==> config.mk <==
export PLATFORM = sky130hd
export DESIGN_NAME = socks5_header_parser
export DESIGN_NICKNAME = d
export VERILOG_FILES = /design/src/hw/rtl/s5hp_pkg.sv /design/src/hw/rtl/s5hp_step.sv /design/src/hw/rtl/socks5_header_parser.sv
export SDC_FILE = /design/constraint.sdc
export NUM_CORES = 1
export LEC_CHECK = 0
export ABC_CLOCK_PERIOD_IN_PS = 6000
export BUFFER_PORTS_ARGS = -buffer_cell sky130_fd_sc_hd__buf_4
export CORE_MARGIN = 2
export CORE_UTILIZATION = 52
export CTS_CLUSTER_SIZE = 8
export DETAILED_ROUTE_END_ITERATION = 10
export PLACE_DENSITY = 0.83
export SLEW_MARGIN = 0
export SYNTH_ARGS = -nofsm -noshare
export SYNTH_HDL_FRONTEND = slang
export SYNTH_SLANG_ARGS = --single-unit
==> constraint.sdc <==
create_clock -name clk -period 6 [get_ports clk]
set_input_delay 0 -clock clk [delete_from_list [all_inputs] [get_ports clk]]
set_output_delay 0 -clock clk [all_outputs]
set_load 0.05 [all_outputs]
==> src/hw/rtl/s5hp_pkg.sv <==
package s5hp_pkg;

	localparam int unsigned CountWidth = 9;
	localparam int unsigned ByteWidth  = 8;

	typedef enum logic [3:0] {
		PH_B0   = 4'd0,
		PH_B1   = 4'd1,
		PH_B2   = 4'd2,
		PH_ATYP = 4'd3,
		PH_ADDR = 4'd4,
		PH_DLEN = 4'd5,
		PH_DOM  = 4'd6,
		PH_P0   = 4'd7,
		PH_P1   = 4'd8
	} phase_t;

	localparam logic [1:0] ST_ADDR   = 2'd0;
	localparam logic [1:0] ST_ACCEPT = 2'd1;
	localparam logic [1:0] ST_REJECT = 2'd2;

	localparam logic [2:0] ERR_NONE      = 3'd0;
	localparam logic [2:0] ERR_TRUNC     = 3'd1;
	localparam logic [2:0] ERR_VERSION   = 3'd2;
	localparam logic [2:0] ERR_RESERVED  = 3'd3;
	localparam logic [2:0] ERR_ATYP      = 3'd4;
	localparam logic [2:0] ERR_EMPTY_DOM = 3'd5;
	localparam logic [2:0] ERR_ZERO_DOM  = 3'd6;
	localparam logic [2:0] ERR_TRAILING  = 3'd7;

	localparam logic [7:0] SOCKS_VERSION = 8'd5;
	localparam logic [7:0] ATYP_IPV4     = 8'd1;
	localparam logic [7:0] ATYP_DOMAIN   = 8'd3;
	localparam logic [7:0] ATYP_IPV6     = 8'd4;
	localparam logic [8:0] IPV4_BYTES    = 9'd4;
	localparam logic [8:0] IPV6_BYTES    = 9'd16;
	localparam logic [7:0] FIXED_BYTES   = 8'd4;

	localparam logic MODE_REQUEST = 1'b0;
	localparam logic MODE_UDP     = 1'b1;

	typedef struct packed {
		phase_t                  phase;
		logic [CountWidth-1:0]   byte_count;
		logic [ByteWidth-1:0]    domain_left;
		logic [ByteWidth-1:0]    atyp;
		logic [ByteWidth-1:0]    cmd_or_frag;
		logic [ByteWidth-1:0]    port_high;
		logic                    finished;
	} parse_state_t;

	typedef struct packed {
		logic [1:0]            status;
		logic [ByteWidth-1:0]  addr_byte;
		logic [ByteWidth-1:0]  addr_index;
		logic [ByteWidth-1:0]  command;
		logic [ByteWidth-1:0]  addr_type;
		logic [ByteWidth-1:0]  frag;
		logic [15:0]           dest_port;
		logic [CountWidth-1:0] hdr_length;
		logic [2:0]            fault_code;
	} result_t;

	localparam parse_state_t STATE_CLEAR = '{
		phase:       PH_B0,
		byte_count:  '0,
		domain_left: '0,
		atyp:        '0,
		cmd_or_frag: '0,
		port_high:   '0,
		finished:    1'b0
	};

endpackage

==> src/hw/rtl/s5hp_step.sv <==
module s5hp_step (
	input  s5hp_pkg::parse_state_t cur,
	input  logic [7:0]             data_byte,
	input  logic                   last,
	input  logic                   mode,
	output s5hp_pkg::parse_state_t nxt,
	output logic                   res_valid,
	output s5hp_pkg::result_t      res
);

	logic [2:0]  err;
	logic        addr_out;
	logic        accept;
	logic [7:0]  aidx;
	logic [15:0] port;
	logic [8:0]  addr_size;

	always_comb begin
		nxt       = cur;
		err       = s5hp_pkg::ERR_NONE;
		addr_out  = 1'b0;
		accept    = 1'b0;
		aidx      = '0;
		port      = '0;
		addr_size = (cur.atyp == s5hp_pkg::ATYP_IPV4) ? s5hp_pkg::IPV4_BYTES
			: s5hp_pkg::IPV6_BYTES;
		res_valid = 1'b0;
		res       = '0;

		if (cur.finished) begin
			if (last) begin
				nxt = s5hp_pkg::STATE_CLEAR;
			end
		end else begin
			nxt.byte_count = cur.byte_count + 9'd1;
			case (cur.phase)
				s5hp_pkg::PH_B1: begin
					if (mode == s5hp_pkg::MODE_REQUEST) begin
						nxt.cmd_or_frag = data_byte;
					end else if (data_byte != 8'd0) begin
						err = s5hp_pkg::ERR_VERSION;
					end
					nxt.phase = s5hp_pkg::PH_B2;
				end
				s5hp_pkg::PH_B2: begin
					if (mode == s5hp_pkg::MODE_REQUEST) begin
						if (data_byte != 8'd0) begin
							err = s5hp_pkg::ERR_RESERVED;
						end
					end else begin
						nxt.cmd_or_frag = data_byte;
					end
					nxt.phase = s5hp_pkg::PH_ATYP;
				end
				s5hp_pkg::PH_ATYP: begin
					nxt.atyp = data_byte;
					if (data_byte inside {s5hp_pkg::ATYP_IPV4, s5hp_pkg::ATYP_IPV6}) begin
						nxt.phase = s5hp_pkg::PH_ADDR;
					end else if (data_byte == s5hp_pkg::ATYP_DOMAIN) begin
						nxt.phase = s5hp_pkg::PH_DLEN;
					end else begin
						err = s5hp_pkg::ERR_ATYP;
					end
				end
				s5hp_pkg::PH_ADDR: begin
					aidx     = cur.byte_count[7:0] - s5hp_pkg::FIXED_BYTES;
					addr_out = 1'b1;
					if ({1'b0, aidx} + 9'd1 >= addr_size) begin
						nxt.phase = s5hp_pkg::PH_P0;
					end
				end
				s5hp_pkg::PH_DLEN: begin
					if (data_byte == 8'd0) begin
						err = s5hp_pkg::ERR_EMPTY_DOM;
					end else begin
						nxt.domain_left = data_byte;
						nxt.phase       = s5hp_pkg::PH_DOM;
					end
				end
				s5hp_pkg::PH_DOM: begin
					if (data_byte == 8'd0) begin
						err = s5hp_pkg::ERR_ZERO_DOM;
					end else begin
						aidx            = cur.byte_count[7:0] - s5hp_pkg::FIXED_BYTES - 8'd1;
						addr_out        = 1'b1;
						nxt.domain_left = cur.domain_left - 8'd1;
						if (cur.domain_left == 8'd1) begin
							nxt.phase = s5hp_pkg::PH_P0;
						end
					end
				end
				s5hp_pkg::PH_P0: begin
					nxt.port_high = data_byte;
					nxt.phase     = s5hp_pkg::PH_P1;
				end
				s5hp_pkg::PH_P1: begin
					port = {cur.port_high, data_byte};
					if (mode == s5hp_pkg::MODE_REQUEST && !last) begin
						err = s5hp_pkg::ERR_TRAILING;
					end else begin
						accept = 1'b1;
					end
				end
				default: begin
					if (mode == s5hp_pkg::MODE_REQUEST) begin
						if (data_byte != s5hp_pkg::SOCKS_VERSION) begin
							err = s5hp_pkg::ERR_VERSION;
						end
					end else if (data_byte != 8'd0) begin
						err = s5hp_pkg::ERR_VERSION;
					end
					nxt.phase = s5hp_pkg::PH_B1;
				end
			endcase

			res.command   = (mode == s5hp_pkg::MODE_REQUEST) ? nxt.cmd_or_frag : 8'd0;
			res.frag      = (mode == s5hp_pkg::MODE_UDP) ? nxt.cmd_or_frag : 8'd0;
			res.addr_type = nxt.atyp;

			if (err != s5hp_pkg::ERR_NONE) begin
				res_valid      = 1'b1;
				res.status     = s5hp_pkg::ST_REJECT;
				res.fault_code = err;
				nxt.finished   = 1'b1;
			end else if (accept) begin
				res_valid      = 1'b1;
				res.status     = s5hp_pkg::ST_ACCEPT;
				res.dest_port  = port;
				res.hdr_length = nxt.byte_count;
				nxt.finished   = 1'b1;
			end else if (last) begin
				res_valid      = 1'b1;
				res.status     = s5hp_pkg::ST_REJECT;
				res.fault_code = s5hp_pkg::ERR_TRUNC;
			end else if (addr_out) begin
				res_valid      = 1'b1;
				res.status     = s5hp_pkg::ST_ADDR;
				res.addr_byte  = data_byte;
				res.addr_index = aidx;
			end

			if (last) begin
				nxt = s5hp_pkg::STATE_CLEAR;
			end
		end
	end

endmodule

==> src/hw/rtl/socks5_header_parser.sv <==
// SOCKS5 request / UDP header parser.
// Input channel: one message byte per transaction (data_byte, last), with
// in_valid/in_stall. last marks the final byte of a message buffer.
// Output channel: out_valid/out_stall carrying one result per transaction:
// an address byte, a header accept (port, length) or a reject (error code).
// Bytes that cause no result (fixed fields, trailing payload) produce nothing.
// Configuration: cfg_valid/cfg_ready/cfg_data writes the mode bit
// (0 request, 1 UDP); cfg_ready is always high. Write only while idle.
// Each taken byte is held in the input register, decoded combinationally,
// and its result is registered into the output register as it advances.
// Throughput: one byte per cycle while out_stall does not hold the output.
// Reset: mode returns to request, the parser waits for the first header byte,
// and no transaction is pending on either side.
// out_stall holds the result register; the input stage then fills and
// in_stall rises in the same cycle, so no byte is lost.
module socks5_header_parser (
	input  logic        clk,
	input  logic        arst_n,
	input  logic        in_valid,
	output logic        in_stall,
	input  logic [7:0]  data_byte,
	input  logic        last,
	output logic        out_valid,
	input  logic        out_stall,
	output logic [1:0]  status,
	output logic [7:0]  addr_byte,
	output logic [7:0]  addr_index,
	output logic [7:0]  command,
	output logic [7:0]  addr_type,
	output logic [7:0]  frag,
	output logic [15:0] dest_port,
	output logic [8:0]  hdr_length,
	output logic [2:0]  fault_code,
	input  logic        cfg_valid,
	output logic        cfg_ready,
	input  logic        cfg_data
);

	logic                   mode_q;
	logic                   valid_s1;
	logic [7:0]             data_s1;
	logic                   last_s1;
	s5hp_pkg::parse_state_t state_q;
	s5hp_pkg::parse_state_t state_nxt;
	logic                   res_valid;
	s5hp_pkg::result_t      res;
	s5hp_pkg::result_t      out_q;
	logic                   adv;
	logic                   in_take;

	assign cfg_ready = 1'b1;
	assign adv       = valid_s1 && (!out_valid || !out_stall);
	assign in_stall  = valid_s1 && !adv;
	assign in_take   = in_valid && !in_stall;

	s5hp_step u_step (
		.cur       (state_q),
		.data_byte (data_s1),
		.last      (last_s1),
		.mode      (mode_q),
		.nxt       (state_nxt),
		.res_valid (res_valid),
		.res       (res)
	);

	always_ff @(posedge clk or negedge arst_n) begin
		if (!arst_n) begin
			mode_q    <= s5hp_pkg::MODE_REQUEST;
			valid_s1  <= 1'b0;
			state_q   <= s5hp_pkg::STATE_CLEAR;
			out_valid <= 1'b0;
		end else begin
			if (cfg_valid && cfg_ready) begin
				mode_q <= cfg_data;
			end
			if (in_take) begin
				valid_s1 <= 1'b1;
			end else if (adv) begin
				valid_s1 <= 1'b0;
			end
			if (adv) begin
				state_q <= state_nxt;
			end
			if (adv && res_valid) begin
				out_valid <= 1'b1;
			end else if (!out_stall) begin
				out_valid <= 1'b0;
			end
		end
	end

	// payload, no reset
	always_ff @(posedge clk) begin
		if (in_take) begin
			data_s1 <= data_byte;
			last_s1 <= last;
		end
		if (adv && res_valid) begin
			out_q <= res;
		end
	end

	assign status     = out_q.status;
	assign addr_byte  = out_q.addr_byte;
	assign addr_index = out_q.addr_index;
	assign command    = out_q.command;
	assign addr_type  = out_q.addr_type;
	assign frag       = out_q.frag;
	assign dest_port  = out_q.dest_port;
	assign hdr_length = out_q.hdr_length;
	assign fault_code = out_q.fault_code;

	a_clear_after_last: assert property (@(posedge clk) disable iff (!arst_n)
		adv && last_s1 |=> state_q.phase == s5hp_pkg::PH_B0 &&
			state_q.byte_count == '0 && !state_q.finished)
		else $error("state not cleared after last byte");

	a_silent_when_finished: assert property (@(posedge clk) disable iff (!arst_n)
		adv && state_q.finished |-> !res_valid)
		else $error("result produced after message finished");

	a_reject_has_code: assert property (@(posedge clk) disable iff (!arst_n)
		out_valid |-> (status == s5hp_pkg::ST_REJECT) ==
			(fault_code != s5hp_pkg::ERR_NONE))
		else $error("reject and error code disagree");

	a_stall_needs_item: assert property (@(posedge clk) disable iff (!arst_n)
		in_stall |-> valid_s1 && out_valid && out_stall)
		else $error("input stalled without a blocked item");

endmodule
==> parameters.txt <==
Parameter                              Value

Status
  Result of the run    complete, no violations

CTS
  H-Tree Depth    4
  Maximum clock insertion buffer count    2
  Clock tree sinks    128
  TritonCTS clock tree    yes
  CTS clk-pin slew, worst paths    60 ps
  Cts repair resizes    0
  Total clock buffers created by CTS    17
  Worst skew pair latency    420 ps
  CTS hold repair buffers    15
  Clock Tree Root    sky130_fd_sc_hd__clkbuf_16
  Post-CTS repair timing setup buffer count    0

Synthesis
  Post-Syn Area    6110 um^2
  Largest area contributor in the synthesized netlist    sky130_fd_sc_hd__edfxtp_1
  Number of warnings issued by yosys    0
  Netlist cell types    65
  Commonest cells post-synth    79 x sky130_fd_sc_hd__edfxtp_1, 60 x sky130_fd_sc_hd__nand2_1, 60 x sky130_fd_sc_hd__nor2_1
  Top_reg_cell synth    sky130_fd_sc_hd__edfxtp_1
  Number of enable-type register cells in the synthesized netlist    79
  Post-Synthesis Cells    550
  Ys async rst share    38.3%
  Post-synth top area share    38.8%
  Synthesis-stage register bit count    128
  Net count after synthesis    576
  Top post-synthesis cells by area    sky130_fd_sc_hd__edfxtp_1 39%, sky130_fd_sc_hd__dfrtp_1 20%, sky130_fd_sc_hd__nand2_1 3.7%, sky130_fd_sc_hd__nor2_1 3.7%, sky130_fd_sc_hd__o21ai_0 3.1%
  Mean Syn Cell Area    11.1 um^2
  Sequential cell area fraction in the yosys report    58.9%
  Library cell with the highest instance count after synthesis    sky130_fd_sc_hd__edfxtp_1

Timing
  RSZ-0062 raised after global routing    false
  Worst-Margin Slew    1320 ps
  Final-report setup violation count    0
  Maximum clock rate    256 MHz
  Worst path setup slack after routing    2090 ps
  Setup_tns    0 ps
  Max Slew Vio Count    0
  Layout Skew    11.4 ps
  Relative slew slack    11.1%
  Final Hold Fails    0
  Period minus WS final    3910 ps
  Final critical-path share of the clock period    65.1%

Layout
  Post-synthesis to final-layout area growth    23.5%
  Layout cells sized above 1    21.0%
  Fin cells    796
  Final nets    666
  Count of antenna diodes in the layout    0

Routing
  Vias after detailed routing    4727
  1st-pass router iterations    5
  Antenna viol nets, final    0
  Max layer used    met4
  Sum of met3 wire segment lengths after detailed routing    1180 um
  Routed wire length per instance    18.5 um
  Total routed wire length on the met1 layer    6160 um
  Routed length on met2    7180 um
  Via/cell ratio    5.94
  Total wire length after detailed routing    14800 um
  Number of DRC markers after the initial detailed-route iteration    472
  DRC violation count after routing    0

Setup path
  Minimum setup slack among reg-to-reg paths    2090 ps
  Reg2reg end    dest_port[15]
  Largest stage delay on the critical path    710 ps
  Required time of the critical path    6040 ps
  Worst Setup Path Type    reg2reg
  Crit-path most repeated cell    sky130_fd_sc_hd__or4_4
  Cell depth of the worst flop-to-flop path    7
  Worst Path Max Fanout    59
  Slowest stage cell on the critical path    sky130_fd_sc_hd__buf_4
  Sort of element at the end of the critical path    register
  Worst r2r src    data_s1[5]
  Critical path cell sequence    or4_4, or4_4, mux2i_4, nor4_2, and2_4, a311oi_4, buf_4
  Worst Setup Start Kind    register
  Endpoint arrival time on the critical path    3950 ps

Pwr
  Power density normalized to cell area    492 nW/um^2
  Leakage Power    3.08 nW
  Worst IR drop on VDD    0.358 mV
  Total Power    3.71 mW

Global routing
  Wire length of the first global-routing pass    23800 um
  Initial antenna violation count    0
  Number of global-route vias before repair    4544
  Overall routing resource usage    24.3%
  Global route overflow    0
  Maximum number of pins on one net before global-route repair    60

Floorplanning
  Height of the die    112 um
  Initial cell density of the core    53.5%
  DIE AREA    12600 um^2
  Horizontal extent of the die    112 um
  Area of the core    11400 um^2
  I/O pins    88
  Std cell rows    39

Place
  Hpwl dp    10200 um
  Post-placement cell count    749
  RePlAce Congestion    0.909
  Worst slack at placement    2110 ps
  Buffers added on ports    86

Worst hold path
  Min-Delay Path Class    in2async

Run
  Max Cap Viol    0
-- per-stage QoR --
| stage | instance area [um^2] | hold slack [ps] | utilization [%] |
|---|---|---|---|
| after detailed placement | 6810 | 71.9 | 59.7 |
| after floorplan | 6110 | -296 | - |
| after global placement | 6810 | 64.8 | 59.7 |
| after global routing | 7540 | 223 | 66.1 |
| final | 7540 | 156 | 66.1 |
| after CTS | 7540 | 183 | 66.1 |
-- where the power goes --
group / switching, mW / internal (mW)
clock: 0.394 / 0.621
combinational: 0.947 / 0.376
sequential: 0.170 / 1.21
total: 1.51 / 2.20
-- flip-flops by register name, summed over array words and instances (netlist names) --
register	flops
data_s1	8
fault_code	3
last_s1	1
mode_q	1
state_q	46
command	8
addr_index	8
status	2
addr_type	8
valid_s1	1
frag	8
addr_byte	8
out_valid	1
hdr_length	9
dest_port	16
-- layout make-up --
| class | count | area [um^2] |
|---|---|---|
| clock inverters | 11 | 100 |
| inverters | 11 | 41.3 |
| multi-input cells | 379 | 2330 |
| flip-flops and latches | 128 | 3600 |
| repair buffers | 103 | 811 |
| well taps | 143 | 179 |
| fillers | 848 | 3870 |
| clock buffers | 21 | 483 |
-- layer usage --
layer  up-vias  global-route usage (%)
met1      2330                    34.0
li1       2145                       -
met5         -                       0
met3        18                    5.45
met2       234                    38.4
met4         0                    7.72
-- worst max-delay path: cells and delay by family (launching register included) --
kind,cells,cell delay [ps]
AO/OA/AOI/OAI,1,620
buffers and inverters,1,710
flip-flops,1,530
multiplexers,1,210
AND/OR/NAND/NOR,4,1430
-- how the worst max path moves through the flow --
stage	startpoint	end	slack, ps
4_1_cts	data_s1[5]	dest_port[15]	2100
6_report	data_s1[5]	dest_port[15]	2090
3_3_place_gp	data_s1[5]	frag[4]	2220
3_5_place_dp	data_s1[5]	command[3]	2110
2_1_floorplan	data_s1[5]	addr_byte[0]	430
5_1_grt	data_s1[5]	dest_port[15]	1920
-- cells by family after synthesis --
family | Yosys count | share of synthesized area [%]
buffers and inverters | 43 | 3.09
other | 1 | 0.0614
flip-flops | 128 | 58.9
AND/OR/NAND/NOR | 218 | 18.4
multiplexers | 14 | 2.56
XOR/XNOR | 16 | 2.29
AO/OA/AOI/OAI | 119 | 12.5
adder cells (fa/ha/maj) | 11 | 2.25
-- cell usage in the layout (no fill, tap or decap), types with 3 or more instances in the layout --
| master | n |
|---|---|
| sky130_fd_sc_hd__inv_6 | 4 |
| sky130_fd_sc_hd__clkbuf_16 | 19 |
| sky130_fd_sc_hd__mux2i_1 | 10 |
| sky130_fd_sc_hd__buf_4 | 88 |
| sky130_fd_sc_hd__inv_1 | 11 |
| sky130_fd_sc_hd__nor2b_1 | 3 |
| sky130_fd_sc_hd__nor3b_1 | 7 |
| sky130_fd_sc_hd__nand4_1 | 3 |
| sky130_fd_sc_hd__and3_1 | 6 |
| sky130_fd_sc_hd__xnor2_1 | 7 |
| sky130_fd_sc_hd__nor2_1 | 60 |
| sky130_fd_sc_hd__or3_1 | 3 |
| sky130_fd_sc_hd__o31ai_1 | 4 |
| sky130_fd_sc_hd__nor3_1 | 10 |
| sky130_fd_sc_hd__a31oi_1 | 4 |
| sky130_fd_sc_hd__or2_2 | 3 |
| sky130_fd_sc_hd__nand2b_1 | 7 |
| sky130_fd_sc_hd__nand3_1 | 9 |
| sky130_fd_sc_hd__xor2_1 | 9 |
| sky130_fd_sc_hd__and2_1 | 29 |
| sky130_fd_sc_hd__a21oi_1 | 34 |
| sky130_fd_sc_hd__edfxtp_1 | 79 |
| sky130_fd_sc_hd__o21ai_0 | 38 |
| sky130_fd_sc_hd__ha_1 | 11 |
| sky130_fd_sc_hd__dlygate4sd3_1 | 15 |
| sky130_fd_sc_hd__clkinv_2 | 3 |
| sky130_fd_sc_hd__dfrtp_1 | 49 |
| sky130_fd_sc_hd__a22o_1 | 18 |
| sky130_fd_sc_hd__nand2_1 | 60 |
(Power assumes the default switching activity.)
